==> config.mk <==
export PLATFORM = sky130hd
export DESIGN_NAME = rar_front
export DESIGN_NICKNAME = d
export VERILOG_FILES = /design/src/design/rar_pkg.sv /design/src/design/rar_front.sv
export SDC_FILE = /design/constraint.sdc
export NUM_CORES = 1
export LEC_CHECK = 0
export BUFFER_PORTS_ARGS = -buffer_cell sky130_fd_sc_hd__buf_2
export CORE_MARGIN = 3
export CORE_UTILIZATION = 50
export CTS_CLUSTER_DIAMETER = 30
export CTS_CLUSTER_SIZE = 20
export DETAILED_ROUTE_END_ITERATION = 10
export PLACE_DENSITY_LB_ADDON = 0.2
export SLEW_MARGIN = 10
export SYNTH_ARGS = -nofsm -noshare
export SYNTH_HDL_FRONTEND = slang
export SYNTH_SLANG_ARGS = --single-unit
==> constraint.sdc <==
create_clock -name clk -period 27.1 [get_ports clk]
set_clock_uncertainty 0.05 [all_clocks]
set_input_delay 2.71 -clock clk [delete_from_list [all_inputs] [get_ports clk]]
set_output_delay 2.71 -clock clk [all_outputs]
set_load 0.02 [all_outputs]
==> src/design/rar_pkg.sv <==
`default_nettype none
package rar_pkg;

    localparam int QueueDepth = 2;

    typedef enum logic [1:0] {
        MODE_ADD = 2'd0,
        MODE_SUB = 2'd1,
        MODE_MUL = 2'd2,
        MODE_DIV = 2'd3
    } mode_t;

    typedef enum logic [1:0] {
        ST_OK      = 2'd0,
        ST_ZERODEN = 2'd1,
        ST_DIVZERO = 2'd2
    } status_t;

    // classified job handed from front to back
    typedef struct packed {
        status_t     status;
        logic        add_sub;   // numerator is a sum or difference of two products
        logic        negate_q;
        logic [31:0] pa;        // product pairs: n0 = pa*pb, n1 = qa*qb, d = da*db
        logic [31:0] pb;
        logic [31:0] qa;
        logic [31:0] qb;
        logic [31:0] da;
        logic [31:0] db;
    } job_t;

    typedef enum logic [2:0] {
        BK_IDLE,
        BK_MUL,
        BK_SUM,
        BK_GCD,
        BK_DIVN,
        BK_DIVD,
        BK_OUT
    } back_state_t;

endpackage
`default_nettype wire

==> src/design/rar_front.sv <==
`default_nettype none
module rar_front #(
    parameter int DEPTH = rar_pkg::QueueDepth
) (
    input  wire              clk,
    input  wire              rst_n,
    input  wire              in_valid,
    output logic             in_ready,
    input  wire  [1:0]       mode,
    input  wire  [31:0]      a_num,
    input  wire  [31:0]      a_den,
    input  wire  [31:0]      b_num,
    input  wire  [31:0]      b_den,
    output logic             job_valid,
    input  wire              job_ready,
    output rar_pkg::job_t    job
);
    localparam int AW = (DEPTH > 1) ? $clog2(DEPTH) : 1;
    localparam int CW = $clog2(DEPTH + 1);

    rar_pkg::job_t q_mem [DEPTH];
    logic [AW-1:0] wr_ptr_reg, rd_ptr_reg;
    logic [CW-1:0] count_reg;
    rar_pkg::job_t cls;
    logic push, pop;

    always_comb
    begin
        cls = '0;
        cls.status = rar_pkg::ST_OK;
        if (a_den == 32'd0 || b_den == 32'd0)
        begin
            cls.status = rar_pkg::ST_ZERODEN;
        end
        else if (mode == rar_pkg::MODE_DIV && b_num == 32'd0)
        begin
            cls.status = rar_pkg::ST_DIVZERO;
        end
        cls.da = a_den;
        cls.db = b_den;
        case (mode)
            rar_pkg::MODE_ADD, rar_pkg::MODE_SUB:
            begin
                cls.add_sub  = 1'b1;
                cls.negate_q = (mode == rar_pkg::MODE_SUB);
                cls.pa = a_num; cls.pb = b_den;
                cls.qa = b_num; cls.qb = a_den;
            end
            rar_pkg::MODE_MUL:
            begin
                cls.pa = a_num; cls.pb = b_num;
            end
            default:
            begin
                cls.pa = a_num; cls.pb = b_den;
                cls.db = b_num;
                cls.da = a_den;
            end
        endcase
    end

    assign in_ready  = (count_reg != CW'(DEPTH));
    assign push      = in_valid && in_ready;
    assign job_valid = (count_reg != '0);
    assign pop       = job_valid && job_ready;
    assign job       = q_mem[rd_ptr_reg];

    always_ff @(posedge clk)
    begin
        if (push)
        begin
            q_mem[wr_ptr_reg] <= cls;
        end
    end

    always_ff @(posedge clk or negedge rst_n)
    begin
        if (!rst_n)
        begin
            wr_ptr_reg <= '0;
            rd_ptr_reg <= '0;
            count_reg  <= '0;
        end
        else
        begin
            if (push)
            begin
                wr_ptr_reg <= (wr_ptr_reg == AW'(DEPTH - 1)) ? '0 : wr_ptr_reg + 1'b1;
            end
            if (pop)
            begin
                rd_ptr_reg <= (rd_ptr_reg == AW'(DEPTH - 1)) ? '0 : rd_ptr_reg + 1'b1;
            end
            count_reg <= count_reg + CW'(push) - CW'(pop);
        end
    end
endmodule
`default_nettype wire

# Word level (Yosys, flattened, before mapping)
# Memories as Yosys holds them, arrays and structs flattened.
# Index checks and enable logic that the tools add are counted.
# totals
reg_bits	4
mem_bits_rw	392
n_memories	1
in_bits	134
word_cells	33
output_inout_bits	198
# mem_list
memory	depth	width	read_ports	rd_ports_with_merged_regs	write_ports	line_no	rtl
q_mem	2	196	1	0	1	rar_front.sv:21	rar_pkg::job_t q_mem [DEPTH];
# classes
n_addsub	4
reduce_logical	11
eq_ne	4
n_mux	10
# op_table
op	n
$logic_not 32->1	3
$mux 32	2
$mux 64	1
$mux 2	3
$eq 2x2->1 const B	2
$mux 1	4
$logic_and 1x1->1	3
$reduce_or 3->1	1
$add 1x1->1 const B	2
$add 2x1->2	1
$eq 2x1->1 const B	1
$logic_not 2->1	1
$ne 2x2->1 const B	1
$reduce_bool 2->1	1
$reduce_or 2->1	1
$sub 2x1->2	1
$logic_or 1x1->1	1

# Logic depth before layout (Yosys ltp)
# logic_depth
depth_word	4
mapped_depth	7
depth_no_buf	7

# Worst setup path before layout
# No wires, ideal clock.
# synth_path
path_kind	input -> register
from	in in_valid
to	mem q_mem[0][0] (netlist name), enable pin
t_required_ps	26294
arrival_time_ps	10937
path_stages	2
path_slack_ps	15357
path_buffers	0
setup_time_ps	756
path_cell_list	nand2_1 -> nor2_1
# synth_via
elab_chain_len	3
# synth_rtl
item	line_no	rtl
start, declared	rar_front.sv:7	input wire in_valid,
$logic_and 1x1->1	rar_front.sv:63	assign push = in_valid && in_ready;
$mux 1	rar_front.sv:70	if (push)
$mux 1 (implied by the code)	rar_front.sv:72	q_mem[wr_ptr_reg] <= cls;
end, declared	rar_front.sv:21	
# No other way between the ends.

==> impl_metrics.csv <==
group,metric,value,unit
die,core_area,0.03083,mm^2
global_route,first_global_vias,9055,
critical_path,setup.worst_path.start_class,"flip-flop",
yosys,netlist.area_leader.share,74.67,%
yosys,synth-main-ff-cell,"edfxtp_1",
global_route,overflow,0,
die,die_w,183.6,um
clock_network,post_cts_hold_buffer_count,0,
power,power_per_cell_area,121.9,mW/mm^2
job,maxCapViolations,0,
global_route,grt_first_pass_wirelength,53.03,mm
critical_path,critical_path_arrival,3.98,ns
global_route,pin_count_of_the_biggest_net_entering_global_routing,71,
yosys,post_synth.cell_area_avg,19.58,um^2
yosys,ys_seq_area_share,75.30,%
final_layout,area_growth_synth_to_finish,28.56,%
critical_path,path_max_fanout,68,
yosys,post_synth_main_area_contributors,"edfxtp_1 75%, mux2_2 18%, nor2b_1 2.6%, nor4_1 0.99%, buf_4 0.67%",
timing,timing.final.crit_period,6.739,ns
timing,post-route-period-util,24.87,%
drt,viasPerCell,5.328,
yosys,synth_cell_types,24,
yosys,synth_enable_flop_cells,392,
yosys,synthTopCellsByCount,"392 x edfxtp_1, 258 x mux2_2, 65 x nor2b_1",
clock_network,postCtsResizedCells,0,
final_layout,final_cells,1645,
placed_design,place_hpwl,22.76,mm
final_layout,seq_area,0.01188,mm^2
drt,finalWirelength,35.74,mm
die,floorplan.die_area,0.03370,mm^2
power,max-vdd-ir-drop,0.00007017,V
power,leakagePower,7.509,nW
global_route,track_usage,20.79,%
outcome,run_status,"completed",
final_layout,share_of_layout_cells_above_drive_strength_1,57.87,%
die,fp.dieH,183.6,um
yosys,synth.yosys.warnings,0,
critical_path,timing.critical_path.required,24.34,ns
yosys,synth_nets,941,
timing,fmax,0.1484,GHz
timing,finalSetupTns,0,ns
yosys,yosys.area.top_type,"edfxtp_1",
clock_network,post_cts_buffers,0,
clock_network,cts_max_level,3,
yosys,post-synth-top-count-cell,"edfxtp_1",
yosys,synthesis.area,0.01577,mm^2
critical_path,timing.setup.critical_path_class,"flip-flop to primary output",
clock_network,cts_made_buffers,76,
clock_network,numClockSinks,396,
final_layout,finish.net_count,1323,
timing,max_slew_margin,26.89,%
placed_design,io_buffers,331,
placed_design,final_weighted_congestion_in_routability_driven_placement,0.7566,
timing,slew_viol_final,0,
drt,drtAntennaViolNets,0,
timing,grt_setup_unrepaired,"false",
timing,finalSetupViolations,0,
yosys,synth_cells,805,
yosys,postSynthRegisterBits,396,
placed_design,placed_cells_incl_taps,1505,
clock_network,tritoncts,"done",
clock_network,cts.path.max_buffers,3,
die,initial_utilization,51.14,%
clock_network,cts_root_buf,"clkbuf_16",
drt,detail_route.iter0.violations,525,
clock_network,clk_latency_worst_skew_pair,0.55,ns
clock_network,cts.reportedPaths.clkPinSlew,0.05,ns
drt,dr_total_vias,8765,
die,row_count,64,
final_layout,number_of_flip_flops_under_the_largest_register_name,392,
yosys,async_reset_ff_share,1.010,%
drt,avgRoutedWirePerCell,21.73,um
timing,max_slew.worst_pin.slew,1.094,ns
min_path,min_path_type,"flip-flop to flip-flop",
drt,detail_route.first_pass.iterations,5,
global_route,antenna_found_initial,6,
drt,remaining_drc_errors,0,
critical_path,worst_setup_path_end_kind,"primary output",
die,io_pins,332,
power,finalPower,2.471,mW
timing,timing.final.hold_violations,0,
final_layout,final.fill_count,2194,
final_layout,multi_input_area,0.003661,mm^2
## worst paths after layout
path,to,depth (start not counted),startpoint,slack [ns]
min reg2reg,count_reg[1]$_DFF_PN0_,1,count_reg[1]$_DFF_PN0_,0.45
max,job[107],4,rd_ptr_reg$_DFFE_PN0P_,20.36
max reg2reg,q_mem[0][139]$_DFFE_PP_,6,count_reg[1]$_DFF_PN0_,23.37
min in group asynchronous,rd_ptr_reg$_DFFE_PN0P_,1,rst_n,1.90
min,count_reg[1]$_DFF_PN0_,1,count_reg[1]$_DFF_PN0_,0.45
max in group asynchronous,rd_ptr_reg$_DFFE_PN0P_,1,rst_n,24.95
## cell type report
class | count | share of cell area, %
diodes | 3 | 0.03704
clock buffers | 89 | 9.834
clock inverters | 48 | 2.525
inverters | 2 | 0.03704
multi-input cells | 372 | 18.06
flip-flops and latches | 396 | 58.59
well taps | 396 | 2.445
repair buffers | 339 | 8.470
## layer usage
| layer | global-route usage [%] | share of wire (%) | vias up |
|---|---|---|---|
| met5 | 0 | 0.11 | - |
| met2 | 33.95 | 49 | 315 |
| li1 | - | - | 3961 |
| met3 | 7.044 | 7.9 | 84 |
| met4 | 9.141 | 3.4 | 6 |
| met1 | 25.38 | 39 | 4399 |
## report_power, final
group          total [mW]  switching, mW  internal, mW
Combinational       0.676          0.421         0.255
Sequential          0.901         0.0541         0.846
Clock               0.895          0.293         0.602
Total                2.47          0.768          1.70
## critical path: stages, from the launching register on
cell and delay [ns]:
dfrtp_4 1.03, buf_4 0.86, buf_4 0.79, mux2_2 0.44, buf_2 0.17
## per-stage QoR
step | hold WS, ns | setup slack [ns] | utilization (%) | cell area, um^2
after global routing | 0.4722 | 20.12 | 65.74 | 20270
after CTS | 0.4592 | 20.31 | 65.72 | 20260
after global placement | 0.4425 | 20.91 | 57.59 | 17760
after detailed placement | 0.4472 | 20.91 | 57.59 | 17760
after floorplan | 0.4104 | 15.36 | - | 15770
final | 0.4546 | 20.36 | 65.74 | 20270
## logic make-up after synthesis
kind of cell | share of synthesized area (%)
xor+xnor | 0.2223
buf+inv | 1.571
mux | 18.57
compound gates | 0.03971
flops | 75.30
fa+ha+maj | 0.1587
simple gates | 4.135
## cell usage in the layout, fill, tap and decap left out, drive strengths merged, types with 2 or more instances in the layout
master	n
clkinvlp	9
xnor2	3
clkbuf	89
clkinv	28
mux2	260
diode	3
nor2	2
edfxtp	392
nor4	25
ha	2
inv	5
nand4	5
nand2	2
nand3	2
buf	339
bufinv	8
nor2b	65
dfrtp	4
Note: power is estimated with default switching activity, not from simulation.
